$ cat src/rtl/core/assert_macros.svh
// assertion helpers shared by the rtl
`ifndef ASSERT_MACROS_SVH
`define ASSERT_MACROS_SVH

// same-cycle implication, held off during reset
`define ASSERT_IMPLIES(label, clk, rst_n, ante, cons) \
    label: assert property (@(posedge clk) disable iff (!(rst_n)) (ante) |-> (cons)) \
        else $error("implication check failed");

// next-cycle implication, held off during reset
`define ASSERT_NEXT(label, clk, rst_n, ante, cons) \
    label: assert property (@(posedge clk) disable iff (!(rst_n)) (ante) |=> (cons)) \
        else $error("next-cycle check failed");

`endif

$ cat src/rtl/core/sacte_pkg.sv
// ----------------------------------------------------------------------------
// sacte_pkg
// Shared geometry, types and widths of the cache tag engine.
// ----------------------------------------------------------------------------
package sacte_pkg;

    // geometry, each a power of two
    localparam int SET_COUNT  = 128;
    localparam int WAY_COUNT  = 8;
    localparam int LINE_BYTES = 64;

    localparam int ADDR_W    = 32;
    localparam int LEN_W     = 3;
    localparam int OFF_W     = $clog2(LINE_BYTES);
    localparam int SET_W     = $clog2(SET_COUNT);
    localparam int LINE_W    = ADDR_W - OFF_W;
    localparam int TAG_W     = LINE_W - SET_W;
    localparam int WAY_W     = (WAY_COUNT > 1) ? $clog2(WAY_COUNT) : 1;

    localparam int OUT_WAY_W  = 3;
    localparam int OUT_LINE_W = 26;

    localparam int              LFSR_W     = 16;
    localparam logic [LFSR_W-1:0] LFSR_RESET = 16'hACE1;

    // access kinds
    localparam logic MODE_READ  = 1'b0;
    localparam logic MODE_WRITE = 1'b1;

    typedef logic [TAG_W-1:0] t_tag;
    typedef logic [WAY_W-1:0] t_way;

    // one memory row holds a whole set
    typedef struct packed {
        logic [WAY_COUNT-1:0] valid;
        t_tag [WAY_COUNT-1:0] tag;
    } t_row;

    typedef struct packed {
        logic hit;
        t_way hit_way;
        logic has_free;
        t_way free_way;
    } t_way_info;

endpackage

$ cat src/rtl/core/sacte_way_select.sv
// ----------------------------------------------------------------------------
// sacte_way_select
// Tag compare across the ways of one set, plus lowest free way search.
// ----------------------------------------------------------------------------
module sacte_way_select (
    input  sacte_pkg::t_row      i_row,
    input  sacte_pkg::t_tag      i_tag,
    output sacte_pkg::t_way_info o_info
);

    import sacte_pkg::*;

    always_comb begin
        o_info = '0;
        // walk downwards so the lowest way wins
        for (int w = WAY_COUNT - 1; w >= 0; w--) begin
            if (i_row.valid[w] && (i_row.tag[w] == i_tag)) begin
                o_info.hit     = 1'b1;
                o_info.hit_way = WAY_W'(w);
            end
            if (!i_row.valid[w]) begin
                o_info.has_free = 1'b1;
                o_info.free_way = WAY_W'(w);
            end
        end
    end

endmodule

$ cat config.mk
export PLATFORM = sky130hd
export DESIGN_NAME = sacte_way_select
export DESIGN_NICKNAME = d
export VERILOG_FILES = /design/src/rtl/core/assert_macros.svh /design/src/rtl/core/sacte_pkg.sv /design/src/rtl/core/sacte_way_select.sv
export SDC_FILE = /design/constraint.sdc
export NUM_CORES = 1
export LEC_CHECK = 0
export BUFFER_PORTS_ARGS = -buffer_cell sky130_fd_sc_hd__buf_2
export CAP_MARGIN = 15
export CORE_MARGIN = 2
export CORE_UTILIZATION = 30
export DETAILED_ROUTE_END_ITERATION = 6
export GPL_TIMING_DRIVEN = 0
export PLACE_DENSITY_LB_ADDON = 0.3
export SYNTH_ARGS = -nofsm -noshare
export SYNTH_HDL_FRONTEND = slang
export SYNTH_SLANG_ARGS = --single-unit
$ cat constraint.sdc
create_clock -name vclk -period 2.33
set_input_delay 0.3495 -clock vclk [all_inputs]
set_output_delay 0.3495 -clock vclk [all_outputs]
set_load 0.02 [all_outputs]
==> results.py <==
metrics = {
    "cells_and_area": {
        "final_util_pct": 52.4,
        "final_cells": 513,
        "n_clock_buffer": 0,
        "regArea_um2": 0,
        "final_cell_area_mm2": 0.00334,
        "diodes": 0,
        "drive_gt1_share_pct": 50.9,
        "nFlopsAndLatches": 0,
        "nets": 617,
        "area_delta_synth_final_pct": 68.0,
    },
    "die": {
        "design.die.area_mm2": 0.00730,
        "die_w_um": 85.5,
        "ios": 187,
        "core_area_mm2": 0.00639,
        "initial_core_util_pct": 31.2,
        "die_h_um": 85.5,
        "rows": 29,
    },
    "place": {
        "dp.cells": 500,
        "port_buffers": 168,
        "placed_area_mm2": 0.00293,
        "gp_congestion": 0.832,
        "dp_hpwl_mm": 7.00,
    },
    "logic_synthesis": {
        "synth.most_common_cell": "xor2_1",
        "ys_types": 30,
        "synth_area_leader_cell": "xor2_1",
        "syn_nets": 434,
        "netlist_area_mm2": 0.00199,
        "ys_warn_count": 0,
        "yosysTopAreaCellShare_pct": 36.5,
        "synth_area_per_cell_um2": 7.81,
        "yosysSeqAreaShare_pct": 0,
        "ys_top_cells_by_area": "xor2_1, xnor2_1, nand4_1",
        "synth_common_cells": "xor2_1, xnor2_1, nand4_1",
        "netlist_instances": 255,
    },
    "timing": {
        "maxSlewHeadroom_pct": 67.9,
        "setup_viol": 0,
        "fin_crit_sh_pct": 98.4,
        "rsz0062_at_grt": "true",
        "min_period_ns": 2.29,
        "worst_slew_pin_slew_ns": 0.477,
        "slew_viol_final": 0,
        "hold_viol_final": 0,
        "fmax_mhz": 436,
    },
    "worst_hold_path": {
        "holdCritPathClass": "primary input to primary output",
    },
    "global_routing": {
        "grtUsageTotal_pct": 21.2,
        "antenna_found_initial": 0,
        "grt_overflow": 0,
        "grt_use_met3_pct": 2.72,
        "grt_first_pass_wirelength_mm": 12.1,
        "top_usage_layer": "met2",
        "gr-usage-met2_pct": 41.8,
        "grt_start_max_net_pins": 9,
        "grt_pass1_vias": 2494,
        "met1_usage_pct": 25.4,
    },
    "routing": {
        "drtPass1Iterations": 4,
        "drt-initial-drc-count": 59,
        "routed_wl_mm": 8.53,
        "wl_per_cell_um": 16.6,
        "viasPerCell": 4.71,
        "via_count": 2417,
        "drcViolationCount": 0,
        "ant_nets": 0,
    },
    "critical_path": {
        "critical_path_class": "primary input to primary output",
        "end_kind": "primary output",
        "crit_required_ns": 1.98,
        "critPathLaunchType": "primary input",
        "critPathArrivalTime_ns": 1.94,
        "cp_max_fo": 8,
    },
    "power": {
        "powerDensity_mw_per_mm2": 176,
        "ir_drop_uv": 119,
        "p_leak_nw": 1.54,
    },
    "clock_tree": {
        "hold_buffers": 0,
    },
    "flow_run": {
        "cap_viol_max_count": 0,
    },
    "status": {
        "outcome": "finished clean",
    },
}
==> worst max-delay path, stage by stage <==
cell and delay, ns:
buf_6 0.14, xor2_1 0.18, nor4_2 0.34, nand3_1 0.13, nor3_2 0.27, nand2b_4 0.18
or2_4 0.12, or2_1 0.11, buf_6 0.12
==> area by class of cell <==
type / count / area (µm²)
fillers: 621 / 3040
multi-input cells: 234 / 1990
repair buffers: 181 / 991
plain buffers: 19 / 262
well taps: 77 / 96.3
inverters: 2 / 7.51
==> placed cells by master (no fill, tap or decap), types with 2 or more instances in the layout <==
master and n:
xnor2_1 68, nand3_1 2, buf_12 9, nor2_1 7
nor4_2 6, xor2_2 4, xor2_1 78, a31oi_1 2
xor2_4 2, buf_6 11, nand2_1 8, nand4_1 24
nor4_1 14, inv_1 2, buf_4 14, buf_2 164
==> metrics by stage <==
step                power, mW  setup slack (ns)  TNS (ns)  hold slack [ns]
floorplan               0.294             0.277         0            0.822
CTS                     0.526           0.00374         0             1.03
global placement        0.504            -0.209    -0.410             1.03
detailed placement      0.515            -0.256    -0.592             1.03
global route            0.637           -0.0534   -0.0813             1.05
finish                  0.587            0.0381         0             1.03
==> power breakdown <==
group	total, mW	internal (mW)	switching (mW)
clock	0	0	0
sequential	0	0	0
combinational	0.587	0.318	0.269
total	0.587	0.318	0.269
==> final timing paths <==
kind                  startpoint         to  cells after the start
worst max-delay path   i_tag[13]  o_info[7]                      9
worst min-delay path  i_row[155]  o_info[1]                      3
==> routing by layer <==
| metal | up-vias | wire length [µm] |
|---|---|---|
| met5 | - | 0 |
| met4 | 0 | 21 |
| met3 | 2 | 655 |
| met2 | 120 | 4470 |
| met1 | 1073 | 3380 |
| li1 | 1222 | - |
==> cell families after synthesis <==
group / count (synthesis) / synth area share [%]
and+or+nand+nor: 72 / 21.5
xor gates and xnor gates: 152 / 67.3
AOI/OAI and AO/OA: 10 / 3.39
buffers and inverters: 21 / 7.86
==> timing repair <==
item / 4_1_cts / 5_1_grt
buffers inserted: 3 / 10
setup endpoints to repair: 4 / 4
resized for setup: 15 / 46
pin swaps: 10 / 22
endpoints found under the hold margin: 0 / 0
No activity file was read; power rests on OpenSTA's default activity.
