[src/rtl/core/assert_macros.svh]
// assertion helpers shared by the rtl
`ifndef ASSERT_MACROS_SVH
`define ASSERT_MACROS_SVH

// same-cycle implication, held off during reset
`define ASSERT_IMPLIES(label, clk, rst_n, ante, cons) \
    label: assert property (@(posedge clk) disable iff (!(rst_n)) (ante) |-> (cons)) \
        else $error("implication check failed");

// next-cycle implication, held off during reset
`define ASSERT_NEXT(label, clk, rst_n, ante, cons) \
    label: assert property (@(posedge clk) disable iff (!(rst_n)) (ante) |=> (cons)) \
        else $error("next-cycle check failed");

`endif

[src/rtl/core/sacte_pkg.sv]
// ----------------------------------------------------------------------------
// sacte_pkg
// Shared geometry, types and widths of the cache tag engine.
// ----------------------------------------------------------------------------
package sacte_pkg;

    // geometry, each a power of two
    localparam int SET_COUNT  = 128;
    localparam int WAY_COUNT  = 8;
    localparam int LINE_BYTES = 64;

    localparam int ADDR_W    = 32;
    localparam int LEN_W     = 3;
    localparam int OFF_W     = $clog2(LINE_BYTES);
    localparam int SET_W     = $clog2(SET_COUNT);
    localparam int LINE_W    = ADDR_W - OFF_W;
    localparam int TAG_W     = LINE_W - SET_W;
    localparam int WAY_W     = (WAY_COUNT > 1) ? $clog2(WAY_COUNT) : 1;

    localparam int OUT_WAY_W  = 3;
    localparam int OUT_LINE_W = 26;

    localparam int              LFSR_W     = 16;
    localparam logic [LFSR_W-1:0] LFSR_RESET = 16'hACE1;

    // access kinds
    localparam logic MODE_READ  = 1'b0;
    localparam logic MODE_WRITE = 1'b1;

    typedef logic [TAG_W-1:0] t_tag;
    typedef logic [WAY_W-1:0] t_way;

    // one memory row holds a whole set
    typedef struct packed {
        logic [WAY_COUNT-1:0] valid;
        t_tag [WAY_COUNT-1:0] tag;
    } t_row;

    typedef struct packed {
        logic hit;
        t_way hit_way;
        logic has_free;
        t_way free_way;
    } t_way_info;

endpackage

[src/rtl/core/sacte_victim.sv]
// ----------------------------------------------------------------------------
// sacte_victim
// Replacement lfsr and the random victim way taken from its next value.
// ----------------------------------------------------------------------------
module sacte_victim (
    input  logic            i_clk,
    input  logic            i_rst_n,
    input  logic            i_advance,
    output sacte_pkg::t_way o_way
);

    import sacte_pkg::*;

    logic [LFSR_W-1:0] r_lfsr;
    logic [LFSR_W-1:0] n_lfsr;

    // taps 16,14,13,11, shifting right
    assign n_lfsr = {r_lfsr[0] ^ r_lfsr[2] ^ r_lfsr[3] ^ r_lfsr[5], r_lfsr[LFSR_W-1:1]};

    always_ff @(posedge i_clk) begin
        if (!i_rst_n) begin
            r_lfsr <= LFSR_RESET;
        end else if (i_advance) begin
            r_lfsr <= n_lfsr;
        end
    end

    // way count is a power of two, so the remainder is just the low bits
    assign o_way = WAY_W'(n_lfsr % LFSR_W'(WAY_COUNT));

endmodule

[config.mk]
export PLATFORM = sky130hd
export DESIGN_NAME = sacte_victim
export DESIGN_NICKNAME = d
export VERILOG_FILES = /design/src/rtl/core/assert_macros.svh /design/src/rtl/core/sacte_pkg.sv /design/src/rtl/core/sacte_victim.sv
export SDC_FILE = /design/constraint.sdc
export NUM_CORES = 1
export LEC_CHECK = 0
export BUFFER_PORTS_ARGS = -buffer_cell sky130_fd_sc_hd__buf_4
export CAP_MARGIN = 20
export CORE_MARGIN = 2
export CORE_UTILIZATION = 35
export CTS_CLUSTER_SIZE = 28
export DETAILED_ROUTE_END_ITERATION = 7
export PLACE_DENSITY_LB_ADDON = 0.3
export SLEW_MARGIN = 5
export SYNTH_ARGS = -nofsm -noshare
export SYNTH_HDL_FRONTEND = slang
export SYNTH_SLANG_ARGS = --single-unit
[constraint.sdc]
create_clock -name i_clk -period 1.4 [get_ports i_clk]
set_clock_uncertainty 0.05 [all_clocks]
set_input_delay 0 -clock i_clk [delete_from_list [all_inputs] [get_ports i_clk]]
set_output_delay 0 -clock i_clk [all_outputs]
set_load 0.01 [all_outputs]
==> flow_summary.ini <==
[clocking]
clk_pin_slew_worst_paths_ps = 80
htreeDepth = 1
clkLatencyLatePin_ps = 280
numCtsBuffers = 3
postCtsResizedCells = 0
ctsRootBufferMaster = clkbuf_4
cts.path.max_buffers = 2
cts_sinks = 16
cts_tree = done

[critical_path]
cpPeakStageDelay_ps = 400
worstSetupEndpointType = register
crit_required_ps = 1510
cp.arrival_ps = 1050
path_buf_inv = 0
r2r_end = r_lfsr[15]
r2r_setup_slack_ps = 450
critPathTopFamily = flip-flops
crit_path_cell_trace = xnor2_1, xnor2_1, a31oi_1
crit_top_cell = xnor2_1
ff2ff_path_depth = 3
worstSetupPathType = register to register
path_depth = 3
reg2reg_from = r_lfsr[2]
critPathMaxFanout = 4
slowest_stage = dfxtp_1
cp-start-kind = register

[grt]
antenna_found_initial = 0
grt_pass1_wl_mm = 1.37
grt_max_degree = 18
grt_util_all_layers = 0.0955
gr-total-overflow = 0
grt_pass1_vias = 305

[timing]
rsz0062_at_grt = no
fmax_mhz = 1060
hold_viol_final = 0
fin_tns_setup_ps = 0
slew_violations = 0
setup-violations-final = 0
finalCritPeriodShare = 0.676
fin_crit_ps = 947
slew_headroom = 0.821
max_slew.worst_pin.slew_ps = 269

[placed_design]
dp_hpwl_microns = 517
gp_congestion = 0.675
io_buffers = 5

[synth]
synth_area_per_cell_sq_um = 11.5
synth_adder_area_share = 0
yosys_warnings = 0
synth_xor_area_frac = 0.0517
synth_simple_gate_area_frac = 0.128
synth_nets = 60
muxShareOfSynthArea = 0.230
ys_seq_area_frac = 0.490
ys_types = 12
synth-compound-area-share = 0.00958
ys_ff_latch = 16
synth_top_family_by_area = multiplexers
syn_inst = 57
syn-cell-area_sq_um = 653

[run_status]
status = completed

[finish]
nets = 65
diodes = 0
drive_gt1_frac = 0.150
top_register = r_lfsr
reg_top3 = r_lfsr (16)
synthToLayoutAreaGrowth_pct = 6.51
largest_register_ffs = 16

[floorplan]
die_y_microns = 47.2
fp-row-count = 15
pin_count = 6
die_w_microns = 47.2
die-area_sq_mm = 0.00223
start_util = 0.374
core_area_sq_mm = 0.00175

[power]
leakagePower_nw = 0.307
pwr_density_cell_mw_per_mm2 = 1170
irDropWorstVdd_uv = 709
p_total_w = 0.000814

[drt]
totalWireLength_microns = 822
antenna_left = 0
wl_per_cell_microns = 9.67
drc = 0
drtIter0Drc = 6
firstDrtPassIters = 4
dr_total_vias = 365
viasPerCell = 4.29

[run]
drv_cap = 0

[worst_hold_path]
min_path_type = input port to register
hold_depth = 2
whs_endpoint = r_lfsr[15]
hold_path_startpoint = i_advance
==> cells by family (layout without fill, tap and decap cells) <==
logic type / count (synthesis) / in the layout
buffers and inverters: 6 / 9
DFF: 16 / 16
muxes: 15 / 15
and+or+nand+nor: 16 / 16
xor gates and xnor gates: 3 / 3
AOI/OAI and AO/OA: 1 / 1
==> metrics by stage <==
step                hold slack [ps]  cell area [sq um]  instances  setup WS, ps  utilization
detailed placement              219                663         81           456        0.380
CTS                            45.6                696         85           445        0.399
global route                   43.2                696         85           359        0.399
global placement                217                663         81           470        0.380
finish                         55.6                696         85           453        0.399
floorplan                      78.2                653         57           515            -
==> Yosys cell counts (all sizes together) <==
cell type | count | area share
dfxtp | 16 | 0.49
mux2i | 15 | 0.23
nor2b | 8 | 0.077
nand2 | 7 | 0.040
buf | 6 | 0.090
xnor2 | 3 | 0.052
a31oi | 1 | 0.0096
nor3b | 1 | 0.011
==> report_power, final <==
part	total [W]	internal, W	switching (W)	leakage (nW)
Sequential	0.000503	0.000486	0.0000170	0.132
Combinational	0.0000854	0.0000480	0.0000374	0.161
Clock	0.000227	0.0000997	0.000127	0.0138
==> layout make-up <==
| cell class | instances | area, sq um |
|---|---|---|
| fillers | 183 | 1050 |
| well taps | 25 | 31.3 |
| multi-input cells | 35 | 274 |
| clock buffers | 3 | 22.5 |
| repair buffers | 6 | 47.5 |
| flip-flops and latches | 16 | 320 |
==> cells in the final DEF, fill, tap and decap left out <==
master          n
dfxtp_1        16
mux2i_1        15
nor2b_1         8
nand2_1         7
buf_4           5
clkbuf_4        3
xnor2_1         2
xnor2_2         1
nor3b_1         1
a31oi_1         1
dlygate4sd3_1   1
==> layer usage <==
layer  track usage  vias up  share of wire
li1              -      192              -
met1         0.120      162           0.53
met3        0.0577        2          0.049
met5             0        -              0
met2         0.110        9           0.40
met4        0.0833        0          0.023
==> how the worst max path moves through the flow <==
stage | from | to | slack [ps]
final | r_lfsr[2] | r_lfsr[15] | 450
after detailed placement | r_lfsr[3] | r_lfsr[15] | 460
after CTS | r_lfsr[3] | r_lfsr[15] | 450
after global routing | r_lfsr[2] | r_lfsr[15] | 360
after global placement | r_lfsr[2] | r_lfsr[15] | 470
after floorplan | r_lfsr[3] | r_lfsr[15] | 510
==> repair_timing <==
action | 4_1_cts | 5_1_grt
hold buffers | 1 | 0
setup buffers | 0 | 0
endpoints found under the hold margin | 8 | 0
Power figures use the tool's default switching activity.
