`config.mk`:
```
export PLATFORM = sky130hd
export DESIGN_NAME = sacte_tag_ram
export DESIGN_NICKNAME = d
export VERILOG_FILES = /design/src/rtl/core/assert_macros.svh /design/src/rtl/core/sacte_tag_ram.sv
export SDC_FILE = /design/constraint.sdc
export NUM_CORES = 1
export LEC_CHECK = 0
export BUFFER_PORTS_ARGS = -buffer_cell sky130_fd_sc_hd__buf_2
export CAP_MARGIN = 20
export CORE_ASPECT_RATIO = 0.7
export CORE_MARGIN = 2
export CORE_UTILIZATION = 60
export DETAILED_ROUTE_END_ITERATION = 6
export PLACE_DENSITY = 0.78
export SYNTH_ARGS = -nofsm -noshare
export SYNTH_HDL_FRONTEND = slang
export SYNTH_SLANG_ARGS = --single-unit
```
`constraint.sdc`:
```
create_clock -name i_clk -period 3.2 [get_ports i_clk]
set_input_delay 0.64 -clock i_clk [delete_from_list [all_inputs] [get_ports i_clk]]
set_output_delay 0.64 -clock i_clk [all_outputs]
set_load 0.02 [all_outputs]
```
`src/rtl/core/assert_macros.svh`:
```
// assertion helpers shared by the rtl
`ifndef ASSERT_MACROS_SVH
`define ASSERT_MACROS_SVH

// same-cycle implication, held off during reset
`define ASSERT_IMPLIES(label, clk, rst_n, ante, cons) \
    label: assert property (@(posedge clk) disable iff (!(rst_n)) (ante) |-> (cons)) \
        else $error("implication check failed");

// next-cycle implication, held off during reset
`define ASSERT_NEXT(label, clk, rst_n, ante, cons) \
    label: assert property (@(posedge clk) disable iff (!(rst_n)) (ante) |=> (cons)) \
        else $error("next-cycle check failed");

`endif

```
`src/rtl/core/sacte_tag_ram.sv`:
```
// ----------------------------------------------------------------------------
// sacte_tag_ram
// Single-port-write, single-port-read synchronous RAM, registered read data.
// ----------------------------------------------------------------------------
module sacte_tag_ram #(
    parameter int DATA_W = 8,
    parameter int DEPTH  = 16
) (
    input  logic                     i_clk,
    input  logic                     i_we,
    input  logic [$clog2(DEPTH)-1:0] i_waddr,
    input  logic [DATA_W-1:0]        i_wdata,
    input  logic                     i_re,
    input  logic [$clog2(DEPTH)-1:0] i_raddr,
    output logic [DATA_W-1:0]        o_rdata
);

    logic [DATA_W-1:0] mem [DEPTH];

    always_ff @(posedge i_clk) begin
        if (i_we) begin
            mem[i_waddr] <= i_wdata;
        end
    end

    always_ff @(posedge i_clk) begin
        if (i_re) begin
            o_rdata <= mem[i_raddr];
        end
    end

endmodule

```
==> reports/results.ini, run 1 <==
[outcome]
outcome=finished, final reports clean

[power]
peakVddDrop_uv=561.3
p_leak_nw=2.059
power_density_nw_per_um2=723.4
finalPower_mw=4.451

[drt]
drt_wl_total_um=10440
vias_per_cell=6.149
post-route-drc-count=0
drt_iter0_drc=333
via_count=2472
routedWlPerCell_um=25.96
ant_nets=0
drtPass1Iterations=5

[global_route]
antenna_found_initial=0
grt_start_max_net_pins=33
grt_pass1_vias=2421
grt_usage_pct=24.83
overflow=0
grt_pass1_wl_um=15430

[clock_tree]
cts_tree=built
hold_buffers=0
clk_latency_ps=410
root_buffer=clkbuf_16
clockBufferDepth=2
clock_sinks=136
ctsHtreeMaxLevel=4
path_clk_slew_ps=50
cts_resized=0
cts_setup_buffers=0
cts-buffers-inserted=17

[critical_path]
critPathSlowestCell=nor2_1
arrival_ps=1970
r2r_setup_slack_ps=1670
end_kind=flop
crit_path_start_kind=primary input
r2r_cells=3
r2r_start=mem[4][2]
startpoint=i_waddr[2]
crit_path_max_incr_delay_ps=650
worst-setup-path-type=primary input to flop
crit_chain=buf_2 > or3b_2 > nor2_1
endpoint=mem[3][1]
critPathMaxFanout=8
r2r_end=o_rdata[2]
required_ps=3230

[logic_synthesis]
ys_warn_count=0
syn_inst=229
synthDistinctLibCells=18
yosysSeqAreaShare_pct=78.12
post_synth.cell_area_avg_um2=22.83
synth_seq_cells=136
synth.cell_area_um2=5228
synth_nets=248

[sta]
post-route-period-util_pct=60.38
finalMaxSlewViolations=0
grt_setup_unrepaired=no
setup_viol=0
finalHoldViolations=0
period_needed_ps=1932
worst_pin_slew_ps=833.6
skew_ps=7.821
max_freq_mhz=517.6
relSlewSlack_pct=44.22
setup_tns_ps=0

[floorplanning]
core_area_um2=8443
io_pins=27
die_h_um=82.10
chipWidth_um=115.6
dieArea_um2=9487
start_util_pct=61.91
rows=28

[layout]
antenna_cells=0
synthToLayoutAreaGrowth_pct=17.71
drive_above_1_share_pct=27.66
fillCellCount=453
fin_nets=288

[placement]
hpwl_um=5786
routabilityCongestion=0.8162
io_buffers=26

[flow_run]
cap_violations=0

[min_path]
hold_path_class=primary input to flop

-- per-stage QoR --
| step | hold WS [ps] | utilization, % | std cells | cell area, um^2 | setup WS (ps) |
|---|---|---|---|---|---|
| final | 592.1 | 72.88 | 402 | 6153 | 1268 |
| after detailed placement | 742.9 | 64.80 | 370 | 5472 | 849.7 |
| after floorplan | 704.8 | - | 229 | 5228 | 1067 |
| after global placement | 738.2 | 64.80 | 370 | 5472 | 864.3 |
| after CTS | 576.1 | 72.88 | 402 | 6153 | 1250 |
| after global routing | 574.7 | 72.88 | 402 | 6153 | 1202 |
-- flip-flops by register name, summed over array words and instances (netlist names) --
signal / count
mem: 128
o_rdata: 8
-- worst min path at each step --
stage,start,endpoint,slack (ps),depth (start not counted)
finish,i_re,o_rdata[7],590,1
global route,i_re,o_rdata[7],570,1
CTS,i_re,o_rdata[7],580,1
detailed placement,mem[8][5],o_rdata[5],740,3
global placement,mem[4][0],o_rdata[0],740,3
floorplan,mem[7][0],o_rdata[0],700,3
-- cells in the mapped netlist --
master / instances / area (um^2)
or3b_2: 1 / 8.760
buf_2: 3 / 15.01
buf_6: 3 / 33.78
nand2b_1: 2 / 12.51
nor3_1: 4 / 20.02
nand3b_1: 2 / 15.01
mux4_1: 14 / 367.9
mux4_2: 18 / 405.4
nand2_1: 9 / 33.78
nor2_1: 13 / 48.80
and2b_1: 1 / 7.510
buf_4: 1 / 7.510
nand3_1: 1 / 5.000
a22oi_1: 16 / 120.1
edfxtp_1: 136 / 4084
nor2b_1: 1 / 6.260
and2_1: 1 / 6.260
clkdlybuf4s25_2: 3 / 30.03
-- kinds of logic (layout without fill, tap and decap cells) --
| logic type | Yosys count | after routing | share of synthesized area, % |
|---|---|---|---|
| AO/OA/AOI/OAI | 16 | 16 | 2.298 |
| buffers and inverters | 10 | 63 | 1.651 |
| flip-flops | 136 | 136 | 78.12 |
| multiplexers | 32 | 32 | 14.79 |
| AND/OR/NAND/NOR | 35 | 35 | 3.136 |
-- cell type report --
class                      count  area (um^2)  area share, %
clock buffer                  18        429.2          6.974
clock inverter                14        252.7          4.107
multi-input combinational     83         1057          17.18
sequential                   136         4084          66.37
tap                          120        150.1          2.440
timing repair buffer          31        180.2          2.928
-- cells in the final DEF, fill, tap and decap left out --
cell	instances
buf_12	1
and2b_1	1
clkbuf_16	17
nand2b_1	2
or3b_2	1
clkinvlp_4	3
nand2_1	9
clkbuf_1	1
nand3b_1	2
a22oi_1	16
clkinv_1	3
buf_2	26
clkinv_4	1
buf_4	4
nor2_1	13
mux4_1	14
nand3_1	1
nor3_1	4
bufinv_16	7
edfxtp_1	136
mux4_2	18
and2_1	1
nor2b_1	1
-- critical path, delay by kind of cell --
| family | cells | cell delay, ps |
|---|---|---|
| buffers and inverters | 1 | 120 |
| and+or+nand+nor | 2 | 1200 |
-- layer usage --
metal  wire length [um]  GRT usage, %
met1               4620         36.95
met2               4857         36.26
met3                860         7.591
met4                 98         7.831
met5                  0             0
-- power by group --
| part | switching [mW] | leakage, nW | internal, mW |
|---|---|---|---|
| Combinational | 0.119 | 0.504 | 0.0730 |
| Clock | 0.709 | 0.319 | 1.53 |
| Sequential | 0.0108 | 1.24 | 2.01 |
Power figures use the tool's default switching activity.
==> inputs of run 2 (changes only) <==
--- a/config.mk
+++ b/config.mk
@@ -9,9 +9,9 @@
 export CAP_MARGIN = 20
 export CORE_ASPECT_RATIO = 0.7
 export CORE_MARGIN = 2
-export CORE_UTILIZATION = 60
+export CORE_UTILIZATION = 54
 export DETAILED_ROUTE_END_ITERATION = 6
-export PLACE_DENSITY = 0.78
+export PLACE_DENSITY = 0.74
 export SYNTH_ARGS = -nofsm -noshare
 export SYNTH_HDL_FRONTEND = slang
 export SYNTH_SLANG_ARGS = --single-unit
==> constraint.sdc (replaced) <==
create_clock -name i_clk -period 1.75 [get_ports i_clk]
set_input_delay 0.35 -clock i_clk [delete_from_list [all_inputs] [get_ports i_clk]]
set_output_delay 0.35 -clock i_clk [all_outputs]
set_load 0.02 [all_outputs]
==> reports/results.ini, run 2 (synthesis results as in run 1) <==
[placement]
routabilityCongestion=0.8550  ; +4.8%
io_buffers=26  ; unchanged
dp_cells=397  ; +7.3%
dp_worst_setup_slack_ps=-120.2  ; -969.8 ps
hpwl_um=6583  ; +14%
place_area_um2=5654  ; +3.3%

[layout]
largest_reg_flops=128  ; unchanged
fin_nets=307  ; +6.6%
drive_above_1_share_pct=30.54  ; +2.9 points
layout.cells.non_filler=426  ; +6.0%
top_regs=mem x128, o_rdata x8
largest-register=mem
fin_area_um2=6155  ; about the same
final_common_cell=edfxtp_1
synthToLayoutAreaGrowth_pct=17.74  ; about the same
antenna_cells=0  ; unchanged
final_cell_mix=edfxtp_1 (136), buf_2 (26), buf_4 (21), mux4_2 (18), clkbuf_16 (17)

[global_route]
grt-busiest-layer=met1
grt_start_max_net_pins=19  ; -42%
grt.met1_usage_pct=30.89  ; -6.1 points
grt_pass1_vias=2575  ; +6.4%
grt_usage_pct=21.04  ; -3.8 points
antenna_found_initial=0  ; unchanged
overflow=0  ; unchanged
use_met2_pct=30.54  ; -5.7 points
grt.met3_usage_pct=6.974  ; -0.62 points
grt_pass1_wl_um=15000  ; -2.8%

[clock_tree]
hold_buffers=0  ; unchanged
cts_setup_buffers=0  ; unchanged
clock_sinks=136  ; unchanged
root_buffer=clkbuf_16
path_clk_slew_ps=50  ; about the same
clk_latency_ps=410  ; about the same
cts_resized=0  ; unchanged
cts_tree=built
clockBufferDepth=2  ; unchanged
cts-buffers-inserted=17  ; unchanged
ctsHtreeMaxLevel=4  ; unchanged

[floorplanning]
io_pins=27  ; unchanged
die_h_um=86.32  ; +5.1%
start_util_pct=54.61  ; -7.3 points
dieArea_um2=10500  ; +11%
chipWidth_um=121.6  ; +5.2%
core_area_um2=9572  ; +13%
rows=30  ; +7.1%

[drt]
ant_nets=0  ; unchanged
drt_iter0_drc=349  ; +4.8%
post-route-drc-count=0  ; unchanged
via_count=2488  ; +0.65%
drt_wl_total_um=9875  ; -5.4%
drtPass1Iterations=4  ; -1
routedWlPerCell_um=23.18  ; -11%
vias_per_cell=5.840  ; -5.0%

[flow_run]
cap_violations=0  ; unchanged

[critical_path]
crit_chain=mux4_1 > a22oi_1 > nand2_1
path_delay_family=multiplexers
r2r_setup_slack_ps=280  ; -1390 ps
critPathSlowestCell=mux4_1
critPathMaxFanout=1  ; -7
end_kind=flop
crit_buf_inv=0  ; -1
arrival_ps=1630  ; -340 ps
crit_path_start_kind=flop
required_ps=1900  ; -1330 ps
worst-setup-path-type=flop to flop
crit_path_max_incr_delay_ps=500  ; -150 ps

[power]
peakVddDrop_uv=905.3  ; +61%
power_density_nw_per_um2=1158  ; +60%
p_leak_nw=2.097  ; +1.8%
finalPower_mw=7.126  ; +60%

[sta]
finalMaxSlewViolations=0  ; unchanged
relSlewSlack_pct=47.94  ; +3.7 points
max_freq_mhz=678.9
setup_viol=0  ; unchanged
fin_ws_ps=276.9  ; -990.9 ps
hold_slack_ps=317.9  ; -274.3 ps
grt_setup_unrepaired=no
worst_pin_slew_ps=779.3  ; -54.35 ps
post-route-period-util_pct=84.18
skew_ps=8.702  ; +0.8814 ps
period_needed_ps=1473
finalHoldViolations=0  ; unchanged

[min_path]
hold_path_class=primary input to flop

[outcome]
outcome=finished, final reports clean

[run 2: cell count changes in the layout (fill, tap and decap cells not counted), moves of 2 or more]
cell / previous run / this run
buf_4: 4 / 21
bufinv_16: 7 / 1
clkbuf_1: 1 / 5
clkinv_2: 0 / 3
clkinvlp_4: 3 / 0
buf_12: 1 / 3
[run 2: cell type report]
type	instances	area (um^2)
Tap cell	128	160.2
Timing Repair Buffer	50	347.8
Fill cell	651	3417
Clock inverter	7	56.30
Clock buffer	22	444.2
Multi-Input combinational cell	83	1062
Sequential cell	136	4084
[run 2: per-layer routing]
layer,wire [um],up-vias
li1,-,1100
met1,4485,1295
met2,4681,89
met3,689,4
met4,19,0
met5,0,-
[run 2: path summary, 6_finish.rpt]
path	from	endpoint	cells after the start
max	mem[0][3]	o_rdata[3]	3
min	i_re	o_rdata[5]	1
max reg2reg	mem[0][3]	o_rdata[3]	3
min reg2reg	mem[3][5]	o_rdata[5]	3
[run 2: worst reg2reg max path, delay by kind of cell (launching register included)]
family / cells / cell delay, ps
simple gates: 1 / 100
flops: 1 / 370
compound gates: 1 / 250
mux: 1 / 500
[run 2: power breakdown]
| group | total, mW | switching (mW) | internal (mW) |
|---|---|---|---|
| Combinational | 0.358 | 0.207 | 0.151 |
| Clock | 3.07 | 1.17 | 1.90 |
| Sequential | 3.70 | 0.0222 | 3.67 |
[run 2: stage by stage]
step	util [%]	TNS [ps]
after global routing	64.30	0
after detailed placement	59.07	-635.7
final	64.30	0
after CTS	64.30	0
after floorplan	-	0
after global placement	59.07	-460.7
